$ cat src/hdl/ip_range_to_asn_table_top_assert.svh
// Assertion macros for the IPv4 range to AS number table.
// Depends on clk_i and rst_ni being visible where the macros are used.
`ifndef IP_RANGE_TO_ASN_TABLE_TOP_ASSERT_SVH
`define IP_RANGE_TO_ASN_TABLE_TOP_ASSERT_SVH

// Same-cycle implication, disabled during reset.
`define IPASN_ASSERT_NOW(lbl, ante, cons, msg) \
  lbl: assert property (@(posedge clk_i) disable iff (!rst_ni) (ante) |-> (cons)) \
    else $error(msg);

// Next-cycle implication, disabled during reset.
`define IPASN_ASSERT_NEXT(lbl, ante, cons, msg) \
  lbl: assert property (@(posedge clk_i) disable iff (!rst_ni) (ante) |=> (cons)) \
    else $error(msg);

`endif

$ cat src/hdl/ipasn_ram.sv
// Generic simple dual-port RAM: one write port, one read port, registered read.
// No package dependency.
`timescale 1ns / 1ps

module ipasn_ram #(
  parameter int unsigned Width = 8,
  parameter int unsigned Depth = 16
) (
  input  logic                     clk_i,
  input  logic                     we_i,
  input  logic [$clog2(Depth)-1:0] waddr_i,
  input  logic [Width-1:0]         wdata_i,
  input  logic [$clog2(Depth)-1:0] raddr_i,
  output logic [Width-1:0]         rdata_o
);

  logic [Width-1:0] mem_q [Depth];
  logic [Width-1:0] rdata_q;

  always_ff @(posedge clk_i) begin
    if (we_i) begin
      mem_q[waddr_i] <= wdata_i;
    end
    rdata_q <= mem_q[raddr_i];
  end

  assign rdata_o = rdata_q;

endmodule

$ cat config.mk
export PLATFORM = sky130hd
export DESIGN_NAME = ipasn_ram
export DESIGN_NICKNAME = d
export VERILOG_FILES = /design/src/hdl/ip_range_to_asn_table_top_assert.svh /design/src/hdl/ipasn_ram.sv
export SDC_FILE = /design/constraint.sdc
export NUM_CORES = 1
export LEC_CHECK = 0
export ABC_AREA = 0
export BUFFER_PORTS_ARGS = -buffer_cell sky130_fd_sc_hd__buf_4
export CAP_MARGIN = 20
export CELL_PAD_IN_SITES_DETAIL_PLACEMENT = 1
export CELL_PAD_IN_SITES_GLOBAL_PLACEMENT = 1
export CORE_ASPECT_RATIO = 0.7
export CORE_MARGIN = 2
export CORE_UTILIZATION = 53
export DETAILED_ROUTE_END_ITERATION = 10
export PLACE_DENSITY = 0.87
export SLEW_MARGIN = 40
export SYNTH_ARGS = -nofsm -noshare
export SYNTH_HDL_FRONTEND = slang
export SYNTH_SLANG_ARGS = --single-unit
$ cat constraint.sdc
create_clock -name clk_i -period 1.75 [get_ports clk_i]
set_input_delay 0 -clock clk_i [delete_from_list [all_inputs] [get_ports clk_i]]
set_output_delay 0 -clock clk_i [all_outputs]
set_load 0.03 [all_outputs]
==> results.tsv <==
metric	value	unit
total track usage	23.0	%
CTS Buffer Depth	2	
CTS tree	built	
Slew @ Worst Pin	722	ps
core area	0.00957	mm2
Synth cell types	19	
crit-path max FO	1	
die width	122	um
Mapped Area	0.00515	mm2
final-report setup violation count	0	
post-CTS sizing	0	
Crit path required time	2030	ps
clk sinks	136	
area delta synth->final	20.8	%
sequential area share after synthesis	77.8	%
hold_buf cts	8	
hold slack	119	ps
via count	2574	
clock-pin slew on the worst setup and hold paths	60	ps
WL/cell	25.3	um
Synth area leader	edfxtp_1	
Antenna Nets Post-Route	0	
Gate Count Post-Synth	229	
YS warnings	0	
WS Path Type	register to register	
Critical Path Sink Type	register	
Tcrit/Tclk final	82.1	%
DR vias/cell	5.99	
max-cap viol count	0	
CP Data Arrival Time	1720	ps
status	finished clean	
largest net degree at the start of global routing	33	
post-layout net count	307	
row cnt	30	
routability cong.	0.727	
Period minus WS final	1440	ps
Hold Path Class	input port to register	
vias in the first global route	2712	
synthesized net count	247	
proportion of layout cells with a drive suffix above 1	30.8	%
Max IR drop VDD	0.00130	V
total global routing overflow	0	
top post-synthesis cells by area	edfxtp_1 75%, mux4_2 7.9%, mux4_1 7.1%	
WL final	10900	um
Final Hold Vio Count	0	
DPL Wire Length	6900	um
Sum Neg Setup Slack	0	ps
Clock Skew	4.20	ps
Port Buffers	25	
Synth top area share	74.7	%
H-tree levels	4	
Antenna Cells	0	
first-pass GRT wire length	16400	um
Residual DRC	0	
most frequent cells in the layout	128 x edfxtp_1, 42 x buf_4, 18 x mux4_2	
Initial Utilization	53.8	%
RSZ-0062 raised after global routing	no	
LEAKAGE	0.00214	uW
die height	86.5	um
total CTS buffers	17	
Syn Area/Cell	22.5	um2
most common cell after layout, fill and taps aside	edfxtp_1	
crit path launch type	register	
DR iter-0 viols	305	
Max Fclk	696	MHz
setup repair bufs after CTS	0	
DR pass1 iterations	5	
PwrDens	1210	mW/mm2
die area	0.0105	mm2
flops & latches, synth	136	
initial antenna violation count	0	
Clock Latency Late Sink	410	ps
Slew Viols, Final	0	
Final Util	65.0	%
CTS root buffer	clkbuf_16	
I/O pin cnt	26	
Max-slew headroom	51.7	%
final timing paths:
path	from	endpoint	slack (ps)	cells after the start
max	mem_q[8][4]	rdata_o[4]	310	3
min	waddr_i[0]	mem_q[4][2]	120	3
max reg2reg	mem_q[8][4]	rdata_o[4]	310	3
min reg2reg	mem_q[6][3]	rdata_o[3]	690	3
metrics by stage:
stage / total power, uW / std cells / worst slack [ps] / area [um2]
CTS: 7610 / 430 / 291 / 6220
global route: 7770 / 430 / 247 / 6220
floorplan: 3950 / 229 / 257 / 5150
global placement: 4110 / 390 / 314 / 5560
finish: 7540 / 430 / 313 / 6220
detailed placement: 4140 / 390 / 252 / 5560
layer usage:
| layer | global-route usage [%] | up-vias | wire [um] | share of wire [%] |
|---|---|---|---|---|
| li1 | - | 1097 | - | - |
| met1 | 32.3 | 1350 | 4750 | 44 |
| met2 | 34.6 | 115 | 5270 | 48 |
| met3 | 6.78 | 12 | 750 | 6.9 |
| met4 | 8.67 | 0 | 99 | 0.91 |
| met5 | 0 | - | 0 | 0 |
where the power goes:
part,internal [uW],switching (uW)
clock network,2160,1300
logic,178,235
registers,3640,29.3
registers in the layout (all words and copies together) (netlist names):
register / cells
rdata_o: 8
mem_q: 128
synth_stat cells:
| cell | n |
|---|---|
| buf_2 | 3 |
| nand3b_1 | 2 |
| or3b_2 | 1 |
| a22oi_1 | 16 |
| and2b_1 | 1 |
| nor2_1 | 13 |
| dfxtp_1 | 8 |
| buf_4 | 1 |
| nand2b_1 | 2 |
| nand3_1 | 1 |
| nor3_1 | 4 |
| mux4_1 | 14 |
| nand2_1 | 9 |
| buf_6 | 3 |
| clkdlybuf4s25_2 | 3 |
| edfxtp_1 | 128 |
| mux4_2 | 18 |
| and2_1 | 1 |
| nor2b_1 | 1 |
cells by family (layout without fill, tap and decap cells):
kind of cell,Yosys count,after routing,share of synthesized area (%)
mux,32,32,15.0
simple gates,35,35,3.18
buf+inv,10,83,1.68
flops,136,136,77.8
compound gates,16,16,2.33
layout make-up:
class                           instances  area [um2]
Clock buffer                           19         453
Tap cell                              128         160
Fill cell                             781        3350
Timing Repair Buffer                   51         415
Clock inverter                         13         128
Sequential cell                       136        4000
Multi-Input combinational cell         83        1060
critical path, stage by stage (launching register included):
cell      delay [ps]
edfxtp_1         370
mux4_1           500
a22oi_1          330
nand2_1          100
No activity file was read; power rests on OpenSTA's default activity.
